<file path="src/sv/tccw_pkg.sv">
`default_nettype none

package tccw_pkg;

  // Character codes with special meaning on a write
  localparam logic [7:0] CH_BACKSPACE = 8'd8;
  localparam logic [7:0] CH_TAB       = 8'd9;
  localparam logic [7:0] CH_NEWLINE   = 8'd10;
  localparam logic [7:0] CH_SPACE     = 8'd32;

  typedef enum logic [1:0] {
    OP_WRITE = 2'd0,
    OP_CLEAR = 2'd1,
    OP_READ  = 2'd2,
    OP_NONE  = 2'd3
  } op_t;

  typedef enum logic [1:0] {
    CFG_ENABLED = 2'd0,
    CFG_FORE    = 2'd1,
    CFG_BACK    = 2'd2
  } cfg_idx_t;

  typedef struct packed {
    logic [7:0] ch;
    logic [7:0] fore;
    logic [7:0] back;
  } cell_t;

  // Where a sweep starts
  typedef enum logic [1:0] {
    SW_ZERO = 2'd0,
    SW_COPY = 2'd1,
    SW_FILL = 2'd2
  } sweep_src_t;

  // Sweep-addressed write kinds
  typedef enum logic [1:0] {
    WR_NONE  = 2'd0,
    WR_ZERO  = 2'd1,
    WR_SPACE = 2'd2,
    WR_COPY  = 2'd3
  } wr_sel_t;

  typedef enum logic [1:0] {
    RD_NONE  = 2'd0,
    RD_SWEEP = 2'd1,
    RD_CELL  = 2'd2
  } rd_sel_t;

  typedef struct packed {
    logic       latch;
    logic       emit;
    logic       sweep_load;
    sweep_src_t sweep_src;
    logic       sweep_inc;
    wr_sel_t    wr_sel;
    rd_sel_t    rd_sel;
    logic       home;
    logic       load_out;
  } cmd_t;

  typedef struct packed {
    op_t  op;
    logic enabled;
    logic need_scroll;
    logic emit_last;
    logic tab_done;
    logic sweep_last;
    logic out_free;
  } status_t;

endpackage

`default_nettype wire

</file>
<file path="src/sv/tccw_ctrl.sv">
`default_nettype none

module tccw_ctrl (
  input  wire logic              clk,
  input  wire logic              rst_n,
  input  wire logic              in_valid,
  output logic                   in_stall,
  input  wire tccw_pkg::status_t status,
  output tccw_pkg::cmd_t         cmd
);

  typedef enum logic [8:0] {
    ST_INIT   = 9'b000000001,
    ST_IDLE   = 9'b000000010,
    ST_DECODE = 9'b000000100,
    ST_EMIT   = 9'b000001000,
    ST_SCR_RD = 9'b000010000,
    ST_SCR_WR = 9'b000100000,
    ST_FILL   = 9'b001000000,
    ST_CLEAR  = 9'b010000000,
    ST_FINISH = 9'b100000000
  } state_t;

  state_t state_r;
  state_t state_nxt;

  always_comb begin
    state_nxt      = state_r;
    cmd            = '0;
    cmd.sweep_src  = tccw_pkg::SW_ZERO;
    cmd.wr_sel     = tccw_pkg::WR_NONE;
    cmd.rd_sel     = tccw_pkg::RD_NONE;
    in_stall       = 1'b1;
    unique case (state_r)
      ST_INIT: begin
        cmd.wr_sel = tccw_pkg::WR_ZERO;
        if (status.sweep_last) begin
          state_nxt = ST_IDLE;
        end else begin
          cmd.sweep_inc = 1'b1;
        end
      end
      ST_IDLE: begin
        in_stall = 1'b0;
        if (in_valid) begin
          cmd.latch = 1'b1;
          state_nxt = ST_DECODE;
        end
      end
      ST_DECODE: begin
        unique case (status.op)
          tccw_pkg::OP_WRITE: state_nxt = status.enabled ? ST_EMIT : ST_FINISH;
          tccw_pkg::OP_CLEAR: begin
            if (status.enabled) begin
              cmd.sweep_load = 1'b1;
              cmd.sweep_src  = tccw_pkg::SW_ZERO;
              state_nxt      = ST_CLEAR;
            end else begin
              state_nxt = ST_FINISH;
            end
          end
          tccw_pkg::OP_READ: begin
            cmd.rd_sel = tccw_pkg::RD_CELL;
            state_nxt  = ST_FINISH;
          end
          tccw_pkg::OP_NONE: state_nxt = ST_FINISH;
        endcase
      end
      ST_EMIT: begin
        cmd.emit = 1'b1;
        priority if (status.need_scroll) begin
          cmd.sweep_load = 1'b1;
          cmd.sweep_src  = tccw_pkg::SW_COPY;
          state_nxt      = ST_SCR_RD;
        end else if (status.emit_last) begin
          state_nxt = ST_FINISH;
        end else begin
          state_nxt = ST_EMIT;
        end
      end
      ST_SCR_RD: begin
        cmd.rd_sel = tccw_pkg::RD_SWEEP;
        state_nxt  = ST_SCR_WR;
      end
      ST_SCR_WR: begin
        cmd.wr_sel = tccw_pkg::WR_COPY;
        if (status.sweep_last) begin
          cmd.sweep_load = 1'b1;
          cmd.sweep_src  = tccw_pkg::SW_FILL;
          state_nxt      = ST_FILL;
        end else begin
          cmd.sweep_inc = 1'b1;
          state_nxt     = ST_SCR_RD;
        end
      end
      ST_FILL: begin
        cmd.wr_sel = tccw_pkg::WR_SPACE;
        if (status.sweep_last) begin
          state_nxt = status.tab_done ? ST_FINISH : ST_EMIT;
        end else begin
          cmd.sweep_inc = 1'b1;
        end
      end
      ST_CLEAR: begin
        cmd.wr_sel = tccw_pkg::WR_SPACE;
        if (status.sweep_last) begin
          cmd.home  = 1'b1;
          state_nxt = ST_FINISH;
        end else begin
          cmd.sweep_inc = 1'b1;
        end
      end
      ST_FINISH: begin
        if (status.out_free) begin
          cmd.load_out = 1'b1;
          state_nxt    = ST_IDLE;
        end
      end
      default: state_nxt = ST_INIT;
    endcase
  end

  always_ff @(posedge clk) begin
    if (!rst_n) begin
      state_r <= ST_INIT;
    end else begin
      state_r <= state_nxt;
    end
  end

  a_accept_to_decode: assert property (@(posedge clk) disable iff (!rst_n)
    in_valid && !in_stall |=> state_r == ST_DECODE)
    else $error("accepted item did not reach decode");

  a_copy_then_fill: assert property (@(posedge clk) disable iff (!rst_n)
    (state_r == ST_SCR_WR) && status.sweep_last |=> state_r == ST_FILL)
    else $error("scroll copy did not hand over to bottom-row fill");

endmodule

`default_nettype wire

</file>
<file path="config.mk">
export PLATFORM = sky130hd
export DESIGN_NAME = tccw_ctrl
export DESIGN_NICKNAME = d
export VERILOG_FILES = /design/src/sv/tccw_pkg.sv /design/src/sv/tccw_ctrl.sv
export SDC_FILE = /design/constraint.sdc
export NUM_CORES = 1
export LEC_CHECK = 0
export BUFFER_PORTS_ARGS = -buffer_cell sky130_fd_sc_hd__buf_2
export CAP_MARGIN = 20
export CORE_MARGIN = 5
export CORE_UTILIZATION = 49
export CTS_CLUSTER_DIAMETER = 200
export DETAILED_ROUTE_END_ITERATION = 8
export PLACE_DENSITY = 0.81
export SETUP_SLACK_MARGIN = 0.02
export SYNTH_ARGS = -nofsm -noshare
export SYNTH_HDL_FRONTEND = slang
export SYNTH_SLANG_ARGS = --single-unit
</file>
<file path="constraint.sdc">
create_clock -name clk -period 2.4 [get_ports clk]
set_input_delay 0.24 -clock clk [delete_from_list [all_inputs] [get_ports clk]]
set_output_delay 0.24 -clock clk [all_outputs]
set_load 0.02 [all_outputs]
</file>
==> flow_summary.ini <==
[status]
status = completed

[synth]
ys_seq_area_frac = 0.233
synth_top_cell_area_share = 0.233
ys_seq_elements = 9
synth_cells = 109
syn_area_um2 = 772
synthTopCellsByArea = dfxtp_1 (23%), nand3b_1 (4.9%), nor2_1 (4.9%)
synth_nets = 120
synth.avg_cell_area_um2 = 7.08
synth_warnings = 0
ys_types = 38
yosysTopAreaCell = dfxtp_1

[sta]
finalClockSkew_ns = 0.000603
slew_headroom = 0.690
rsz0062_at_grt = no
setup_viol = 0
tightest_slew_ns = 0.460
min_period_ns = 2.31
finalCritPeriodShare = 0.963
hold_viol_final = 0
max_freq_mhz = 433
finalSetupTns_ns = 0
slew_viol_final = 0

[place]
gp_congestion = 0.864
port_buffers = 23
placedInstanceArea_um2 = 888
hpwl_mm = 1.56

[clock_network]
h-tree-depth = 1
clock_latency_ns = 0.26
cts-buffers-inserted = 3
cts_buffer_depth = 2
cts_root_buf = clkbuf_4
clk_pin_slew_worst_paths_ns = 0.06
cts.hold.buffers_added = 0
cts_tree = done
cts_sinks = 9

[global_routing]
grt_util_all_layers = 0.168
grt_start_max_net_pins = 12
grt_pass1_vias = 751
antenna_found_initial = 0
overflow = 0
grt_pass1_wl_mm = 3.33

[critical_path]
path_buf_inv = 1
cp.arrival_ns = 2.07
crit_end = cmd[11]
worstSetupEndpointType = primary output
critPathLaunchType = register
worstPathMaxFanout = 3
max_stage_delay_ns = 0.51
worstSetupPathType = register to primary output
r2r-start = state_r[5]
cp_top_family = simple AND/OR/NAND/NOR gates
reg2reg_setup_slack_ns = 0.41
startpoint = state_r[5]
reg2reg_depth = 6
worstSetupPathDepth = 5
critPathRequiredTime_ns = 2.16
cp_cell_sequence = or4_4, or3_4, or3b_4, nor2_4, buf_6
cpMaxStageDelayCell = or4_4
rr_endpoint = state_r[5]

[die]
ios = 24
core_mm2 = 0.00151
die_area_mm2 = 0.00247
initial_core_util = 0.512
die_x_um = 49.7
chipHeight_um = 49.7
row_count = 14

[run]
maxCapViolations = 0

[power]
p_per_area_mw_per_mm2 = 688
p_leak_nw = 0.438
ir_drop_uv = 351

[routing]
drtIter0Drc = 36
via_count = 896
routed_wl_mm = 2.09
drt_pre_antenna_iters = 5
wl_per_cell_um = 14.2
drc = 0
vias_per_cell = 6.10
antenna_left = 0

[min_path]
hold_path.class = primary input to register

[layout]
antenna_cells = 0
area_growth_pct = 25.1
largest_reg_flops = 9
design_area_um2 = 966
final_cell_mix = buf_2 (22), nor2_1 (9), inv_1 (7), dfxtp_1 (7)
layout-drive-gt1-share = 0.336
regMostFlops = state_r
final_common_cell = buf_2
nets = 143
largestRegisters = state_r: 9 flops
==> routing by layer <==
layer  vias to the layer above  track usage  share of wire
met5                         -            0              0
met4                         0       0.0262          0.014
met3                         8       0.0542          0.083
met2                        43        0.288           0.51
met1                       408        0.204           0.40
li1                        437            -              -
==> cell usage after synthesis, drive strengths merged <==
cell type	number
or4bb	1
nor2b	4
nand3b	5
or4	1
a21oi	5
a311oi	1
nand4	2
a22oi	1
buf	2
and2	1
o21ai	4
a22o	1
nand2b	1
and4b	1
or2	2
nand3	4
a31oi	2
nor3b	3
nor4	5
nor2	10
o21a	4
nor3	6
clkbuf	7
o31ai	1
o211ai	1
and4	1
a211o	1
inv	7
nor4b	1
or3	2
dfxtp	9
nand2	6
or3b	3
xor2	2
and3	2
==> cell type report <==
| class | count | area [um2] |
|---|---|---|
| clock buffer | 3 | 22.5 |
| clock inverter | 1 | 5.00 |
| fill | 117 | 541 |
| inverter | 7 | 26.3 |
| multi-input combinational | 84 | 553 |
| sequential | 9 | 188 |
| tap | 16 | 20.0 |
| timing repair buffer | 27 | 151 |
==> where the power goes <==
group | switching (mW) | internal (mW) | total (mW) | leakage, nW
Sequential | 0.0473 | 0.165 | 0.212 | 0.0746
Clock | 0.0551 | 0.0616 | 0.117 | 0.0177
Combinational | 0.185 | 0.151 | 0.336 | 0.345
==> worst min path at each step <==
stage                     startpoint          to  slack [ns]  cells after the start
after floorplan                rst_n  state_r[8]        0.35                      2
final                          rst_n  state_r[4]        0.26                      2
after detailed placement       rst_n  state_r[8]        0.52                      3
after global routing           rst_n  state_r[4]        0.26                      2
after global placement         rst_n  state_r[8]        0.52                      3
after CTS                      rst_n  state_r[4]        0.25                      2
==> cell families (layout without fill, tap and decap cells) <==
family,after synthesis,in the layout,synth area share
compound gates,21,21,0.177
xor+xnor,2,2,0.0227
buf+inv,16,38,0.0891
flops,9,9,0.233
simple gates,61,61,0.478
==> timing repair <==
item,in CTS,in global routing
pin swaps,0,2
setup endpoints to repair,3,6
gates resized for setup,6,4
buffers inserted,1,1
==> metrics by stage <==
stage / cells / utilization / power, mW / hold WS, ns / setup WS (ns)
after floorplan: 109 / - / 0.456 / 0.349 / 0.0789
after global placement: 141 / 0.590 / 0.528 / 0.517 / 0.229
after detailed placement: 141 / 0.590 / 0.530 / 0.522 / 0.198
after CTS: 146 / 0.623 / 0.651 / 0.253 / 0.0206
after global routing: 147 / 0.641 / 0.718 / 0.262 / 0.0285
final: 147 / 0.641 / 0.664 / 0.259 / 0.0894
Power figures use the tool's default switching activity.
